**src/hw/rtl/ppmdec_pkg.sv**
```systemverilog
// Package for the PPM P6 stream decoder: byte codes, parser phases, result kinds,
// status codes, channel word types and output queue sizing.
// No dependencies; the decoder's modules import it.
package ppmdec_pkg;

   localparam int unsigned PPM_MAX_DIM = 4096;

   localparam int unsigned DIM_OUT_W = 13;
   localparam int unsigned ACC_W     = 16;
   localparam int unsigned BYTES_W   = 4;

   localparam logic [BYTES_W-1:0] MIN_BYTES = 4'd12;
   localparam logic [ACC_W-1:0]   ACC_MAX   = 16'hFFFF;
   localparam logic [ACC_W-1:0]   MAXVAL    = 16'd255;
   localparam logic [7:0]         ALPHA     = 8'hFF;

   localparam logic [7:0] CH_P    = 8'h50;
   localparam logic [7:0] CH_6    = 8'h36;
   localparam logic [7:0] CH_HASH = 8'h23;
   localparam logic [7:0] CH_SP   = 8'h20;
   localparam logic [7:0] CH_TAB  = 8'h09;
   localparam logic [7:0] CH_LF   = 8'h0A;
   localparam logic [7:0] CH_CR   = 8'h0D;
   localparam logic [7:0] CH_0    = 8'h30;
   localparam logic [7:0] CH_9    = 8'h39;

   localparam int unsigned RSP_DEPTH = 8;
   localparam int unsigned RSP_PTR_W = $clog2(RSP_DEPTH);
   localparam int unsigned RSP_CNT_W = $clog2(RSP_DEPTH + 1);

   typedef enum logic [3:0] {
      PH_MAG0,
      PH_MAG1,
      PH_SKIP_W,
      PH_NUM_W,
      PH_TAIL_W,
      PH_SKIP_H,
      PH_NUM_H,
      PH_TAIL_H,
      PH_SKIP_M,
      PH_NUM_M,
      PH_TAIL_M,
      PH_PIX,
      PH_DONE,
      PH_ERR
   } phase_type;

   typedef enum logic [1:0] {
      KIND_PIXEL,
      KIND_HEADER,
      KIND_END
   } kind_type;

   typedef enum logic [2:0] {
      ST_OK,
      ST_SHORT_STREAM,
      ST_BAD_MAGIC,
      ST_BAD_MAXVAL,
      ST_SHORT_DATA,
      ST_TOO_LARGE
   } status_type;

   typedef struct packed {
      logic [7:0] byte_value;
      logic       last_byte;
   } req_payload_type;

   typedef struct packed {
      kind_type               kind;
      logic [31:0]            pixel;
      logic [DIM_OUT_W-1:0]   width;
      logic [DIM_OUT_W-1:0]   height;
      status_type             status;
      logic                   last;
   } rsp_payload_type;

   typedef struct packed {
      logic [1:0]      count;
      rsp_payload_type word0;
      rsp_payload_type word1;
   } rsp_push_type;

endpackage

```
**src/hw/rtl/ppmdec_stream_if.sv**
```systemverilog
// Valid/ready channel carrying one word of a chosen payload type.
// Standalone; payload types come from ppmdec_pkg at the instantiation.
interface ppmdec_stream_if #(
   parameter type payload_type = logic
);
   logic        valid;
   logic        ready;
   payload_type payload;

   modport source (output valid, output payload, input ready);
   modport sink   (input valid, input payload, output ready);
endinterface

```
**src/hw/rtl/ppm_p6_stream_decoder.sv**
```systemverilog
// Top level of the PPM P6 stream decoder: parser plus result queue.
// Depends on ppmdec_pkg, ppmdec_stream_if, ppmdec_parser, ppmdec_rsp_fifo.
//
//   channel  dir  word               one word is
//   req_ch   in   req_payload_type   one file byte, last_byte on the final one
//   rsp_ch   out  rsp_payload_type   a pixel, the header, or the end with status
//
// One byte accepted per cycle while req_ch.ready is high; its results pass through
// the parser's input word register and then the result queue before rsp_ch.
// A byte yields up to two words (pixel or header, then end on the last byte).
// req_ch.ready falls while the result queue has fewer than two free slots
// beyond those held for the byte in flight; rsp_ch stalls never drop words.
// Synchronous reset clears control state; no clearing pass.
module ppm_p6_stream_decoder #(
   parameter int unsigned MAX_DIM = ppmdec_pkg::PPM_MAX_DIM
) (
   input logic             clock,
   input logic             reset,
   ppmdec_stream_if.sink   req_ch,
   ppmdec_stream_if.source rsp_ch
);
   import ppmdec_pkg::*;

   logic                 accept;
   logic                 pending;
   rsp_push_type         push;
   logic [RSP_CNT_W-1:0] fill;
   logic [RSP_CNT_W:0]   demand;
   rsp_payload_type      out_word;
   logic                 out_valid;

   assign demand       = {1'b0, fill} + (pending ? (RSP_CNT_W+1)'(2) : '0);
   assign req_ch.ready = (demand <= (RSP_CNT_W+1)'(RSP_DEPTH - 2));
   assign accept       = req_ch.valid && req_ch.ready;

   ppmdec_parser #(
      .MAX_DIM (MAX_DIM)
   ) u_parser (
      .clock   (clock),
      .reset   (reset),
      .accept  (accept),
      .word    (req_ch.payload),
      .pending (pending),
      .push    (push)
   );

   ppmdec_rsp_fifo u_rsp_fifo (
      .clock     (clock),
      .reset     (reset),
      .push      (push),
      .pop       (rsp_ch.ready),
      .out_valid (out_valid),
      .out_word  (out_word),
      .fill      (fill)
   );

   assign rsp_ch.valid   = out_valid;
   assign rsp_ch.payload = out_word;

endmodule

```
**src/hw/rtl/ppmdec_parser.sv**
```systemverilog
// Header parser and pixel packer: input word register, parse state and the
// per-byte next-state logic that produces up to two result words.
// Depends on ppmdec_pkg.
module ppmdec_parser #(
   parameter int unsigned MAX_DIM = ppmdec_pkg::PPM_MAX_DIM
) (
   input  logic                        clock,
   input  logic                        reset,
   input  logic                        accept,
   input  ppmdec_pkg::req_payload_type word,
   output logic                        pending,
   output ppmdec_pkg::rsp_push_type    push
);
   import ppmdec_pkg::*;

   localparam int unsigned DIM_W   = $clog2(MAX_DIM + 1);
   localparam int unsigned STORE_W = (DIM_W > DIM_OUT_W) ? DIM_W : DIM_OUT_W;
   localparam int unsigned AREA_W  =
      $clog2(64'(MAX_DIM) * 64'(MAX_DIM) + 64'd1);

   logic            in_valid_ff, in_valid_in;
   req_payload_type in_word_ff;

   phase_type            phase_ff, phase_in;
   logic                 comment_ff, comment_in;
   logic [ACC_W-1:0]     acc_ff, acc_in;
   logic [STORE_W-1:0]   width_ff, width_in;
   logic [STORE_W-1:0]   height_ff, height_in;
   logic [BYTES_W-1:0]   bytes_ff, bytes_in;
   logic [AREA_W-1:0]    left_ff, left_in;
   logic [1:0]           comp_ff, comp_in;
   logic [15:0]          held_ff, held_in;
   status_type           err_ff, err_in;

   logic [7:0]           b;
   logic                 is_digit, is_sp_lf, is_ws;
   logic                 do_num, num_w, num_h;
   logic [ACC_W-1:0]     num_base;
   logic [ACC_W+3:0]     num_next;
   logic                 header_now, pix_now;
   logic [2*DIM_W-1:0]   area_full;
   logic [AREA_W-1:0]    area;
   logic [AREA_W-1:0]    left_dec;
   status_type           end_status;
   rsp_payload_type      first_word, end_word;

   assign in_valid_in = accept;
   assign pending     = in_valid_ff;

   always_ff @(posedge clock) begin
      if (reset) begin
         in_valid_ff <= 1'b0;
      end else begin
         in_valid_ff <= in_valid_in;
      end
   end

   always_ff @(posedge clock) begin
      if (accept) begin
         in_word_ff <= word;
      end
   end

   always_ff @(posedge clock) begin
      if (reset) begin
         phase_ff   <= PH_MAG0;
         comment_ff <= 1'b0;
         acc_ff     <= '0;
         width_ff   <= '0;
         height_ff  <= '0;
         bytes_ff   <= '0;
         left_ff    <= '0;
         comp_ff    <= '0;
         held_ff    <= '0;
         err_ff     <= ST_OK;
      end else begin
         phase_ff   <= phase_in;
         comment_ff <= comment_in;
         acc_ff     <= acc_in;
         width_ff   <= width_in;
         height_ff  <= height_in;
         bytes_ff   <= bytes_in;
         left_ff    <= left_in;
         comp_ff    <= comp_in;
         held_ff    <= held_in;
         err_ff     <= err_in;
      end
   end

   assign b        = in_word_ff.byte_value;
   assign is_digit = (b >= CH_0) && (b <= CH_9);
   assign is_sp_lf = (b == CH_SP) || (b == CH_LF);
   assign is_ws    = is_sp_lf || (b == CH_TAB) || (b == CH_CR);
   assign num_w    = (phase_ff == PH_SKIP_W) || (phase_ff == PH_NUM_W);
   assign num_h    = (phase_ff == PH_SKIP_H) || (phase_ff == PH_NUM_H);
   assign num_next = {4'b0000, num_base} * 20'd10 + 20'(4'(b - CH_0));
   assign left_dec = left_ff - AREA_W'(1);

   always_comb begin
      phase_in   = phase_ff;
      comment_in = comment_ff;
      acc_in     = acc_ff;
      width_in   = width_ff;
      height_in  = height_ff;
      bytes_in   = bytes_ff;
      left_in    = left_ff;
      comp_in    = comp_ff;
      held_in    = held_ff;
      err_in     = err_ff;
      do_num     = 1'b0;
      num_base   = acc_ff;
      header_now = 1'b0;
      pix_now    = 1'b0;
      area_full  = width_in[DIM_W-1:0] * height_in[DIM_W-1:0];
      area       = AREA_W'(area_full);
      end_status = ST_OK;

      if (in_valid_ff) begin
         if (bytes_ff < MIN_BYTES) begin
            bytes_in = bytes_ff + BYTES_W'(1);
         end

         case (phase_ff)
            PH_MAG0: begin
               if (b == CH_P) begin
                  phase_in = PH_MAG1;
               end else begin
                  phase_in = PH_ERR;
                  err_in   = ST_BAD_MAGIC;
               end
            end
            PH_MAG1: begin
               if (b == CH_6) begin
                  phase_in = PH_SKIP_W;
               end else begin
                  phase_in = PH_ERR;
                  err_in   = ST_BAD_MAGIC;
               end
            end
            PH_SKIP_W, PH_SKIP_H, PH_SKIP_M: begin
               if (comment_ff) begin
                  if (b == CH_LF) begin
                     comment_in = 1'b0;
                  end
               end else if (is_ws) begin
                  comment_in = 1'b0;
               end else if (b == CH_HASH) begin
                  comment_in = 1'b1;
               end else begin
                  do_num   = 1'b1;
                  num_base = '0;
               end
            end
            PH_NUM_W, PH_NUM_H, PH_NUM_M: begin
               do_num = 1'b1;
            end
            PH_TAIL_W: begin
               if (is_sp_lf) begin
                  phase_in = PH_SKIP_H;
               end
            end
            PH_TAIL_H: begin
               if (is_sp_lf) begin
                  phase_in = PH_SKIP_M;
               end
            end
            PH_TAIL_M: begin
               if (b == CH_LF) begin
                  header_now = 1'b1;
               end
            end
            PH_PIX: begin
               case (comp_ff)
                  2'd0: begin
                     held_in = {b, 8'h00};
                     comp_in = 2'd1;
                  end
                  2'd1: begin
                     held_in = {held_ff[15:8], b};
                     comp_in = 2'd2;
                  end
                  default: begin
                     pix_now = 1'b1;
                     comp_in = 2'd0;
                     left_in = left_dec;
                     if (left_dec == '0) begin
                        phase_in = PH_DONE;
                     end
                  end
               endcase
            end
            default: begin
               phase_in = phase_ff;
            end
         endcase

         if (do_num) begin
            acc_in = num_base;
            if (is_digit) begin
               acc_in = (num_next > 20'(ACC_MAX)) ? ACC_MAX : num_next[ACC_W-1:0];
               if (num_w) begin
                  phase_in = PH_NUM_W;
               end else if (num_h) begin
                  phase_in = PH_NUM_H;
               end else begin
                  phase_in = PH_NUM_M;
               end
            end else if (num_w || num_h) begin
               if (num_w) begin
                  width_in = STORE_W'(num_base);
               end else begin
                  height_in = STORE_W'(num_base);
               end
               if (num_base > ACC_W'(MAX_DIM)) begin
                  phase_in = PH_ERR;
                  err_in   = ST_TOO_LARGE;
               end else if (num_w) begin
                  phase_in = is_sp_lf ? PH_SKIP_H : PH_TAIL_W;
               end else begin
                  phase_in = is_sp_lf ? PH_SKIP_M : PH_TAIL_H;
               end
            end else if (num_base != MAXVAL) begin
               phase_in = PH_ERR;
               err_in   = ST_BAD_MAXVAL;
            end else if (b == CH_LF) begin
               header_now = 1'b1;
            end else begin
               phase_in = PH_TAIL_M;
            end
         end

         if (header_now) begin
            left_in  = area;
            comp_in  = 2'd0;
            phase_in = (area != '0) ? PH_PIX : PH_DONE;
         end

         if (bytes_in < MIN_BYTES) begin
            end_status = ST_SHORT_STREAM;
         end else if (err_in != ST_OK) begin
            end_status = err_in;
         end else if (phase_in == PH_DONE) begin
            end_status = ST_OK;
         end else if ((phase_in == PH_PIX) || (phase_in == PH_TAIL_M)) begin
            end_status = ST_SHORT_DATA;
         end else if ((phase_in == PH_NUM_M) && (acc_in == MAXVAL)) begin
            end_status = ST_SHORT_DATA;
         end else begin
            end_status = ST_BAD_MAXVAL;
         end
      end

      first_word        = '0;
      first_word.kind   = pix_now ? KIND_PIXEL : KIND_HEADER;
      first_word.status = ST_OK;
      if (pix_now) begin
         first_word.pixel = {ALPHA, held_ff, b};
      end else begin
         first_word.width  = DIM_OUT_W'(width_in);
         first_word.height = DIM_OUT_W'(height_in);
      end

      end_word        = '0;
      end_word.kind   = KIND_END;
      end_word.status = end_status;
      end_word.last   = 1'b1;
      if (end_status != ST_SHORT_STREAM) begin
         end_word.width  = DIM_OUT_W'(width_in);
         end_word.height = DIM_OUT_W'(height_in);
      end

      push       = '0;
      push.word0 = first_word;
      push.word1 = end_word;
      if (in_valid_ff) begin
         if (pix_now || header_now) begin
            push.count = in_word_ff.last_byte ? 2'd2 : 2'd1;
         end else if (in_word_ff.last_byte) begin
            push.count = 2'd1;
            push.word0 = end_word;
         end
      end

      if (in_valid_ff && in_word_ff.last_byte) begin
         phase_in   = PH_MAG0;
         comment_in = 1'b0;
         acc_in     = '0;
         width_in   = '0;
         height_in  = '0;
         bytes_in   = '0;
         left_in    = '0;
         comp_in    = '0;
         held_in    = '0;
         err_in     = ST_OK;
      end
   end

endmodule

```
**src/hw/rtl/ppmdec_rsp_fifo.sv**
```systemverilog
// Result queue: takes up to two words per cycle, hands out one per cycle while pop is high.
// Depends on ppmdec_pkg.
module ppmdec_rsp_fifo (
   input  logic                            clock,
   input  logic                            reset,
   input  ppmdec_pkg::rsp_push_type        push,
   input  logic                            pop,
   output logic                            out_valid,
   output ppmdec_pkg::rsp_payload_type     out_word,
   output logic [ppmdec_pkg::RSP_CNT_W-1:0] fill
);
   import ppmdec_pkg::*;

   rsp_payload_type      entries_ff [RSP_DEPTH];
   logic [RSP_PTR_W-1:0] wr_ptr_ff, wr_ptr_in;
   logic [RSP_PTR_W-1:0] rd_ptr_ff, rd_ptr_in;
   logic [RSP_CNT_W-1:0] count_ff, count_in;
   logic [RSP_PTR_W-1:0] wr_ptr_nx;
   logic                 do_pop;

   assign out_valid = (count_ff != '0);
   assign out_word  = entries_ff[rd_ptr_ff];
   assign fill      = count_ff;
   assign do_pop    = pop && out_valid;
   assign wr_ptr_nx = wr_ptr_ff + RSP_PTR_W'(1);

   always_comb begin
      wr_ptr_in = wr_ptr_ff + RSP_PTR_W'(push.count);
      rd_ptr_in = rd_ptr_ff + RSP_PTR_W'(do_pop);
      count_in  = count_ff + RSP_CNT_W'(push.count) - RSP_CNT_W'(do_pop);
   end

   always_ff @(posedge clock) begin
      if (reset) begin
         wr_ptr_ff <= '0;
         rd_ptr_ff <= '0;
         count_ff  <= '0;
      end else begin
         wr_ptr_ff <= wr_ptr_in;
         rd_ptr_ff <= rd_ptr_in;
         count_ff  <= count_in;
      end
   end

   always_ff @(posedge clock) begin
      if (push.count != 2'd0) begin
         entries_ff[wr_ptr_ff] <= push.word0;
      end
      if (push.count == 2'd2) begin
         entries_ff[wr_ptr_nx] <= push.word1;
      end
   end

endmodule

```
**src/flat_wrapper.sv**
```systemverilog
// flat-port wrapper written by rule: the top's interface ports become plain ports
module ppm_p6_stream_decoder_flat import ppmdec_pkg::*;
#(
   parameter int unsigned MAX_DIM = ppmdec_pkg::PPM_MAX_DIM
)
  (clock, reset, req_ch_valid, req_ch_payload, req_ch_ready, rsp_ch_valid, rsp_ch_payload, rsp_ch_ready);
  ppmdec_stream_if req_ch_i ();
  ppmdec_stream_if rsp_ch_i ();
  input logic clock;
  input logic reset;
  input wire logic [$bits(req_ch_i.valid)-1:0] req_ch_valid;
  input wire logic [$bits(req_ch_i.payload)-1:0] req_ch_payload;
  output wire logic [$bits(req_ch_i.ready)-1:0] req_ch_ready;
  output wire logic [$bits(rsp_ch_i.valid)-1:0] rsp_ch_valid;
  output wire logic [$bits(rsp_ch_i.payload)-1:0] rsp_ch_payload;
  input wire logic [$bits(rsp_ch_i.ready)-1:0] rsp_ch_ready;
  assign req_ch_i.valid = req_ch_valid;
  assign req_ch_i.payload = req_ch_payload;
  assign req_ch_ready = req_ch_i.ready;
  assign rsp_ch_valid = rsp_ch_i.valid;
  assign rsp_ch_payload = rsp_ch_i.payload;
  assign rsp_ch_i.ready = rsp_ch_ready;
  ppm_p6_stream_decoder #(.MAX_DIM(MAX_DIM)) u_core (.clock(clock), .reset(reset), .req_ch(req_ch_i), .rsp_ch(rsp_ch_i));
endmodule
```
**config.mk**
```make
export PLATFORM = sky130hd
export DESIGN_NAME = ppm_p6_stream_decoder_flat
export DESIGN_NICKNAME = d
export VERILOG_FILES = /design/src/hw/rtl/ppmdec_pkg.sv /design/src/hw/rtl/ppmdec_stream_if.sv /design/src/hw/rtl/ppm_p6_stream_decoder.sv /design/src/hw/rtl/ppmdec_parser.sv /design/src/hw/rtl/ppmdec_rsp_fifo.sv /design/src/flat_wrapper.sv
export SDC_FILE = /design/constraint.sdc
export NUM_CORES = 1
export LEC_CHECK = 0
export BUFFER_PORTS_ARGS = -buffer_cell sky130_fd_sc_hd__buf_2
export CAP_MARGIN = 25
export CORE_ASPECT_RATIO = 0.8
export CORE_UTILIZATION = 65
export CTS_BUF_LIST = sky130_fd_sc_hd__clkbuf_8
export DETAILED_ROUTE_END_ITERATION = 7
export HOLD_SLACK_MARGIN = 0.02
export PLACE_DENSITY = 0.89
export SETUP_SLACK_MARGIN = 0.2
export SLEW_MARGIN = 20
export SYNTH_ARGS = -nofsm -noshare
export SYNTH_HDL_FRONTEND = slang
export SYNTH_SLANG_ARGS = --single-unit
```
**constraint.sdc**
```tcl
create_clock -name clock -period 2.85 [get_ports clock]
set_input_delay 0.7125 -clock clock [delete_from_list [all_inputs] [get_ports clock]]
set_output_delay 0.7125 -clock clock [all_outputs]
set_load 0.05 [all_outputs]
```
==> reports/qor.yml, run 1 <==
floorplan:
  core_um2: 5120
  die_area_um2: 5730
  initial_core_util_pct: 69.0
  die_y_um: 67.9
  pin_count: 8
  rows: 23
  die_x_um: 84.4
synthesis:
  syn_area_per_cell_um2: 8.85
  synth_cells: 399
  yosys.area.top_type_share_pct: 37.4
  synth_top_area_cell: "dfxtp_1"
  synth_seq_cells: 67
  ys_async_sr_fraction_pct: 0
  synthesis.nets: 423
  synthDistinctLibCells: 64
  synth_top_cells_by_area: "dfxtp_1 37%, ha_1 6.0%, nor2_1 5.2%, xnor2_1 5.2%, and2_1 3.4%"
  synth_edf_count: 1
  ys.flop_type: "dfxtp_1"
  syn_area_um2: 3530
  ys_seq_area_share_pct: 38.3
  yosys_warnings: 0
worst_setup_path:
  endpoint: "req_ch_ready"
  crit_type: "flip-flop to output port"
  regToRegSetupSlack_ps: 300
  cp-end-kind: "output port"
  crit_path_start_kind: "flip-flop"
  ff2ff_path_depth: 12
  startpoint: "u_core.u_parser.pending"
  critPathArrivalTime_ps: 1840
  r2r_end: "u_core.u_rsp_fifo.fill[3]"
  crit_fanout: 11
  crit_required_ps: 2140
grt:
  grt_max_degree: 34
  track_usage_pct: 28.2
  grt_pass1_wl_mm: 12.6
  grt_overflow_total: 0
  grt_pass1_vias: 2710
  antenna_found_initial: 0
pwr:
  power_switching_mw: 0.766
  seq_power_share_pct: 45.3
  pwr-share-clk_pct: 30.3
  pwr_density_cell_nw_per_um2: 619
  leakage_nw: 1.50
  p_int_mw: 1.59
  swShare_pct: 32.5
  peakVddDrop_mv: 0.368
  power_frac_comb_pct: 24.4
timing:
  setup_ws_ps: 295
  slew_headroom_pct: 57.8
  setup_violations: 0
  fin_crit_sh_pct: 89.7
  fmax_mhz: 391
  tns_ps: 0
  worst_slew_pin_slew_ps: 630
  slew_viol_final: 0
  finalCriticalPeriod_ps: 2560
  hold_slack_ps: 463
  rsz0062_at_grt: "no"
  finalClockSkew_ps: 6.21
  hold_viol_final: 0
clock_network:
  cts_max_level: 3
  clk_path_buf_depth: 2
  root_buffer: "clkbuf_8"
  clock-sinks: 67
  cts_tree: "built"
  cts_setup_buffers: 0
  clk_latency_ps: 350
  cts_buffers: 9
  path_clk_slew_ps: 70
detailed_routing:
  drt-total-wl_mm: 7.53
  wl_per_cell_um: 15.9
  via_count: 2883
  drc: 2
  ant_nets: 0
  first_pass_iters: 7
  viasPerCell: 6.11
  drtIter0Drc: 164
finish:
  final_common_cell: "dfxtp_1"
  antenna_cells: 0
  final_cell_mix: "65 x dfxtp_1, 48 x nor2_1, 21 x xnor2_1"
  multiInputGateArea_um2: 2030
  nNetsFinal: 429
  syn2layout_area_growth_pct: 7.90
  ff_latch_area_um2: 1360
  drive_gt1_share_pct: 13.2
  fillers: 363
placed_design:
  gp_congestion: 0.892
  place_ws_ps: 208
  port_buffers: 7
  place_hpwl_mm: 5.17
min_path:
  hp-class: "flip-flop to flip-flop"
outcome:
  outcome: "finished, violations left"
  violations: "DRC"
job:
  cap_violations: 0
cell type report:
class                      count  share of cell area, %
multi-input combinational    293                   53.3
clock inverter                 5                  0.755
clock buffer                  11                   3.97
timing repair buffer          14                   2.46
sequential                    67                   35.6
inverter                      20                   1.97
tap                           62                   2.04
per-stage QoR:
step / utilization, % / power, mW / cells / instance area (µm²)
2_1_floorplan: - / 1.50 / 399 / 3530
3_3_place_gp: 70.2 / 1.59 / 456 / 3600
3_5_place_dp: 70.2 / 1.63 / 456 / 3600
4_1_cts: 73.8 / 2.34 / 472 / 3780
5_1_grt: 74.4 / 2.47 / 472 / 3810
6_report: 74.4 / 2.36 / 472 / 3810
what timing repair did:
action | in CTS | in global routing
hold buffers | 0 | 0
resized for setup | 2 | 7
setup endpoints to repair | 1 | 4
per-layer routing:
layer  vias to the layer above  GRT usage [%]  wire, µm
li1                       1418              -         -
met1                      1364           37.1      3600
met2                        78           45.6      3460
met3                        23           7.12       311
met4                         0           10.4       150
met5                         -              0         0
how the worst min path moves through the flow:
stage / start / endpoint / slack (ps) / cells past startpoint
global placement: u_core.u_rsp_fifo.entries_ff[2][0] / u_core.u_rsp_fifo.entries_ff[2][0] / 440 / 2
global route: flip-flop / flip-flop / 500 / 1
CTS: u_core.u_rsp_fifo.entries_ff[2][0] / u_core.u_rsp_fifo.entries_ff[2][0] / 460 / 2
detailed placement: flip-flop / flip-flop / 450 / 1
floorplan: u_core.u_rsp_fifo.entries_ff[2][0] / u_core.u_rsp_fifo.entries_ff[2][0] / 430 / 2
finish: flip-flop / flip-flop / 460 / 1
kinds of logic (layout without fill, tap and decap cells):
| family | after synthesis | after routing | share of synthesized area [%] |
|---|---|---|---|
| and+or+nand+nor | 176 | 176 | 27.3 |
| AOI/OAI and AO/OA | 60 | 60 | 11.9 |
| xor gates and xnor gates | 33 | 33 | 8.18 |
| buffers and inverters | 39 | 50 | 4.99 |
| muxes | 5 | 5 | 2.16 |
| DFF | 67 | 67 | 38.3 |
| adders and majority gates | 19 | 19 | 7.16 |
synthesized netlist by cell type (all sizes together), types with 2 or more instances:
cell type / instances
a2111oi: 2
a211oi: 2
a21o: 2
a21oi: 14
a31oi: 3
and2: 19
and3: 2
and4b: 2
buf: 3
clkbuf: 16
dfxtp: 66
fa: 2
ha: 17
inv: 20
mux2i: 2
mux4: 2
nand2: 20
nand2b: 7
nand3: 13
nand3b: 3
nand4: 5
nor2: 49
nor2b: 6
nor3: 15
nor4: 17
o211ai: 6
o21ai: 13
o311ai: 2
o31ai: 5
o32ai: 2
or2: 3
or3: 10
or4b: 2
xnor2: 21
xor2: 12
power by group through the flow:
stage	registers, mW	logic, mW	clock network (mW)
2_1_floorplan	1.06	0.436	0
3_3_place_gp	1.08	0.516	0
3_5_place_dp	1.08	0.545	0
4_1_cts	1.06	0.558	0.722
5_1_grt	1.08	0.632	0.762
6_report	1.07	0.575	0.715
worst max-delay path, stage by stage (launching register included):
cell     delay [ps]
dfxtp_4         390
ha_1            210
ha_1            270
a32o_1          270
nor2_2          160
buf_6           180
(Power assumes the default switching activity.)
==> inputs of run 2 (changes only) <==
- CTS_CLUSTER_DIAMETER: not set -> 30
- REMOVE_ABC_BUFFERS: not set -> 1
- SKIP_CTS_REPAIR_TIMING: not set -> 1
==> run 2 against run 1 <==
  * The run now ends clean
  * Flip-flop and latch count unchanged
  * Non-clock buffer count rose by 4
  * Sequential share of layout area down 0.21 points
  * Register-to-register slack lost 110 ps
  * Fmax decreased by 3.8%
  * Core utilization increased by 0.24 points
  * Power shrank 0.83%
  * Clock skew fell by 0.80 ps
==> reports/qor.yml, run 2 (synthesized netlist as in run 1, its figures left out) <==
worst_setup_path:
  crit_path_start_kind: "flip-flop"
  crit_type: "flip-flop to flip-flop"
  cp-end-kind: "flip-flop"
  crit_fanout: 4  # -7
  crit_required_ps: 3080  # +940 ps
  critPathArrivalTime_ps: 2880  # +1040 ps
detailed_routing:
  ant_nets: 0  # unchanged
  wl_per_cell_um: 16.6  # +4.3%
  drt-total-wl_mm: 7.90  # +5.0%
  drtIter0Drc: 309  # +88%
  drc: 0  # -2
  first_pass_iters: 5  # -2
  viasPerCell: 6.40  # +4.8%
  via_count: 3042  # +5.5%
clock_network:
  clk_path_buf_depth: 2  # unchanged
  path_clk_slew_ps: 70  # about the same
  clock-sinks: 67  # unchanged
  cts_tree: "built"
  clk_latency_ps: 340  # about the same
  cts_max_level: 3  # unchanged
  cts_buffers: 9  # unchanged
  root_buffer: "clkbuf_8"
finish:
  final_common_cell: "dfxtp_1"
  syn2layout_area_growth_pct: 8.25
  drive_gt1_share_pct: 13.6  # +0.39 points
  antenna_cells: 0  # unchanged
  final_cell_mix: "66 x dfxtp_1, 48 x nor2_1, 21 x xnor2_1"
  nNetsFinal: 433  # +0.93%
  instances_no_fill: 475  # +0.64%
placed_design:
  place_hpwl_mm: 5.11  # -1.3%
  place_ws_ps: 144  # -63.4 ps
  dp.cells: 455  # -0.22%
  port_buffers: 7  # unchanged
  gp_congestion: 0.887  # -0.54%
pwr:
  pwr_density_cell_nw_per_um2: 612  # -1.2%
  swShare_pct: 32.7  # +0.22 points
  leakage_nw: 1.52  # +1.4%
  p_int_mw: 1.57  # -1.2%
  peakVddDrop_mv: 0.341  # -7.4%
  seq_power_share_pct: 45.2  # about the same
  pwr-share-clk_pct: 28.5  # -1.8 points
  power_frac_comb_pct: 26.3  # +1.9 points
  total_power_mw: 2.34  # -0.83%
  power_switching_mw: 0.765  # -0.14%
timing:
  fmax_mhz: 377  # -3.8%
  setup_violations: 0  # unchanged
  fin_crit_sh_pct: 93.2  # +3.5 points
  slew_headroom_pct: 58.5  # +0.67 points
  hold_viol_final: 0  # unchanged
  slew_viol_final: 0  # unchanged
  rsz0062_at_grt: "yes"
  tns_ps: 0  # unchanged
  finalCriticalPeriod_ps: 2660  # +101 ps
  setup_ws_ps: 194  # -101 ps
  finalClockSkew_ps: 5.41  # -0.804 ps
  worst_slew_pin_slew_ps: 623  # -7.68 ps
  hold_slack_ps: 459  # -3.85 ps
grt:
  track_usage_pct: 27.2  # -0.94 points
  grt_overflow_total: 0  # unchanged
  antenna_found_initial: 0  # unchanged
  grt_max_degree: 34  # unchanged
  grt_pass1_wl_mm: 12.1  # -3.9%
  grt_pass1_vias: 2582  # -4.7%
job:
  cap_violations: 0  # unchanged
floorplan:
  die_area_um2: 5730  # unchanged
  initial_core_util_pct: 69.0  # unchanged
  pin_count: 8  # unchanged
  rows: 23  # unchanged
  core_um2: 5120  # unchanged
  die_y_um: 67.9  # unchanged
  die_x_um: 84.4  # unchanged
outcome:
  outcome: "completed"
min_path:
  hp-class: "flip-flop to flip-flop"
[run 2: cell types whose count changed in the layout (fill, tap and decap cells not counted)]
| cell | change |
|---|---|
| dfxtp_4 | -1 |
| clkinv_2 | +1 |
| clkinvlp_4 | -2 |
| buf_6 | +1 |
| buf_4 | +3 |
| dfxtp_1 | +1 |
| inv_4 | +1 |
| clkbuf_8 | -1 |
[run 2: worst paths after layout]
check	end	slack [ps]	cells past startpoint	startpoint
max reg2reg	u_core.u_rsp_fifo.fill[2]	190	12	flip-flop
max	u_core.u_rsp_fifo.fill[2]	190	12	flip-flop
min	u_core.u_rsp_fifo.entries_ff[2][0]	460	2	u_core.u_rsp_fifo.entries_ff[2][0]
min reg2reg	u_core.u_rsp_fifo.entries_ff[2][0]	460	2	u_core.u_rsp_fifo.entries_ff[2][0]
[run 2: layout make-up]
type | count | area, µm²
Clock buffer | 10 | 138
Clock inverter | 5 | 22.5
Multi-Input combinational cell | 293 | 2030
Fill cell | 334 | 1300
Timing Repair Buffer | 18 | 128
Inverter | 20 | 77.6
Tap cell | 62 | 77.6
Sequential cell | 67 | 1350
[run 2: per-stage QoR]
step	util, %	area (µm²)
finish	74.6	3820
global route	74.6	3820
CTS	73.2	3750
detailed placement	70.1	3590
global placement	70.1	3590
floorplan	-	3430
[run 2: routing by layer]
layer | GRT usage [%] | share of wire, % | wire length (µm) | vias to the layer above
met5 | 0 | 0 | 0 | -
met4 | 10.4 | 1.8 | 144 | 0
met3 | 7.24 | 5.8 | 456 | 16
met2 | 44.9 | 47 | 3730 | 131
met1 | 34.9 | 45 | 3570 | 1467
li1 | - | - | - | 1428
[run 2: power groups by stage]
stage                     Combinational [mW]  Clock [mW]  Sequential (mW)
after detailed placement               0.548           0             1.08
final                                  0.616       0.666             1.06
after floorplan                        0.407           0             1.08
after CTS                              0.564       0.676             1.05
after global placement                 0.521           0             1.07
after global routing                   0.665       0.717             1.06
[run 2: worst max-delay path, stage by stage (launching register included)]
cell and delay (ps):
dfxtp_1 310, and4b_2 320, nand3_2 150, ha_1 350
inv_2 100, nand2_1 100, ha_1 330, inv_1 70
ha_1 160, inv_1 60, fa_1 380, xor2_1 140
nor2_1 60
==> inputs of run 3 (changes only) <==
- CORE_MARGIN: not set -> 4
- clock period: 2.85 -> 2.8 ns (I/O delays scaled with it)
==> run 3 against run 2 <==
  * Power increased by 2.3%
  * Setup slack better by 85 ps
  * Sequential power about the same
  * Non-clock buffer count down 2
  * Core utilization is essentially flat
==> reports/qor.yml, run 3 (synthesized netlist as in run 1, its figures left out) <==
outcome:
  outcome: "completed"
timing:
  finalCriticalPeriod_ps: 2520  # -135 ps
  slew_headroom_pct: 58.3  # -0.22 points
  rsz0062_at_grt: "yes"
  slew_viol_final: 0  # unchanged
  finalClockSkew_ps: 6.16  # +0.753 ps
  fin_crit_sh_pct: 90.0  # -3.2 points
  fmax_mhz: 397  # +5.4%
  tns_ps: 0  # unchanged
  hold_slack_ps: 456  # -3.20 ps
  worst_slew_pin_slew_ps: 624  # +1.05 ps
  hold_viol_final: 0  # unchanged
  setup_violations: 0  # unchanged
finish:
  final_cell_mix: "66 x dfxtp_1, 49 x nor2_1, 21 x inv_1, 21 x xnor2_1, 19 x and2_1"
  nNetsFinal: 431  # -0.46%
  antenna_cells: 0  # unchanged
  drive_gt1_share_pct: 13.1  # -0.45 points
  fillers: 327  # -2.1%
  final_common_cell: "dfxtp_1"
  syn2layout_area_growth_pct: 8.18  # about the same
floorplan:
  die_y_um: 73.9  # +8.8%
  rows: 23  # unchanged
  pin_count: 8  # unchanged
  die_area_um2: 6680  # +17%
  die_x_um: 90.4  # +7.1%
  initial_core_util_pct: 69.0  # unchanged
  core_um2: 5120  # unchanged
detailed_routing:
  via_count: 2959  # -2.7%
  viasPerCell: 6.24  # -2.5%
  first_pass_iters: 5  # unchanged
  drtIter0Drc: 257  # -17%
  ant_nets: 0  # unchanged
  drt-total-wl_mm: 7.77  # -1.6%
  drc: 0  # unchanged
  wl_per_cell_um: 16.4  # -1.4%
grt:
  grt_overflow_total: 0  # unchanged
  grt_max_degree: 21  # -38%
  track_usage_pct: 25.0  # -2.3 points
  grt_pass1_wl_mm: 13.3  # +9.7%
  grt_pass1_vias: 2772  # +7.4%
  antenna_found_initial: 0  # unchanged
worst_setup_path:
  crit_fanout: 5  # +1
  cp-end-kind: "flip-flop"
  critPathArrivalTime_ps: 2750  # -130 ps
  crit_required_ps: 3030  # -50 ps
  regToRegSetupSlack_ps: 280  # +90 ps
  crit_type: "flip-flop to flip-flop"
  ff2ff_path_depth: 12  # unchanged
  crit_path_start_kind: "flip-flop"
  r2r_end: "u_core.u_rsp_fifo.fill[3]"
min_path:
  hp-class: "flip-flop to flip-flop"
  min_to: "u_core.u_rsp_fifo.entries_ff[2][0]"
  hold_depth: 2  # unchanged
  hp-start: "u_core.u_rsp_fifo.entries_ff[2][0]"
clock_network:
  clk_path_buf_depth: 2  # unchanged
  cts_buffers: 9  # unchanged
  cts_max_level: 3  # unchanged
  root_buffer: "clkbuf_8"
  clk_latency_ps: 350  # about the same
  path_clk_slew_ps: 70  # about the same
  cts_tree: "built"
  clock-sinks: 67  # unchanged
pwr:
  pwr_density_cell_nw_per_um2: 626  # +2.3%
  leakage_nw: 1.52  # -0.24%
  peakVddDrop_mv: 0.355  # +4.2%
placed_design:
  place_hpwl_mm: 5.20  # +1.9%
  port_buffers: 7  # unchanged
  gp_congestion: 0.959  # +8.1%
job:
  cap_violations: 0  # unchanged
==> run 3: cell types whose count changed in the layout (fill, tap and decap cells not counted), sizes merged <==
cell and change:
inv +1, buf -3, clkinv -1, clkbuf +2
==> run 3: metrics by stage <==
stage                     area, µm²  util, %  std cells  setup WS, ps  total power, mW
after floorplan                3430        -        380           121             1.51
after global placement         3600     70.3        457           339             1.63
after detailed placement       3600     70.3        457           241             1.66
after CTS                      3780     73.7        473           210             2.37
after global routing           3820     74.6        474           149             2.52
final                          3820     74.6        474           279             2.39
==> run 3: cell type report <==
type                       count  area [µm²]  area share [%]
timing repair buffer          16         105            2.75
sequential                    67        1350            35.4
clock buffer                  11         151            3.96
clock inverter                 5        21.3           0.557
inverter                      20        75.1            1.96
multi-input combinational    293        2040            53.4
tap                           62        77.6            2.03
==> run 3: worst max-delay path by stage <==
stage	end	startpoint	cells past startpoint	slack [ps]
after floorplan	u_core.u_rsp_fifo.fill[3]	flip-flop	12	120
after global placement	u_core.u_rsp_fifo.fill[2]	flip-flop	12	340
after detailed placement	u_core.u_rsp_fifo.fill[3]	flip-flop	12	240
after CTS	u_core.u_rsp_fifo.fill[3]	flip-flop	12	210
after global routing	u_core.u_rsp_fifo.fill[3]	flip-flop	12	150
final	u_core.u_rsp_fifo.fill[3]	flip-flop	12	280
==> run 3: report_power, final <==
group / switching, mW / internal, mW / total, mW
Clock: 0.351 / 0.357 / 0.708
Combinational: 0.359 / 0.240 / 0.599
Sequential: 0.0640 / 1.02 / 1.08
==> run 3: worst max-delay path, cell delays in order (launching register included) <==
cell and delay (ps):
dfxtp_1 310, and4b_2 330, nand3_2 160, inv_2 90
ha_2 220, nand2_2 110, ha_4 300, inv_1 40
ha_1 280, a21o_1 160, a21oi_1 160, xnor2_1 150
nor2_1 70
==> run 3: layer usage <==
layer	track usage (%)	share of wire, %
met2	42.3	48
met3	6.47	7.0
met1	31.2	43
met4	9.68	2.2
met5	0	0
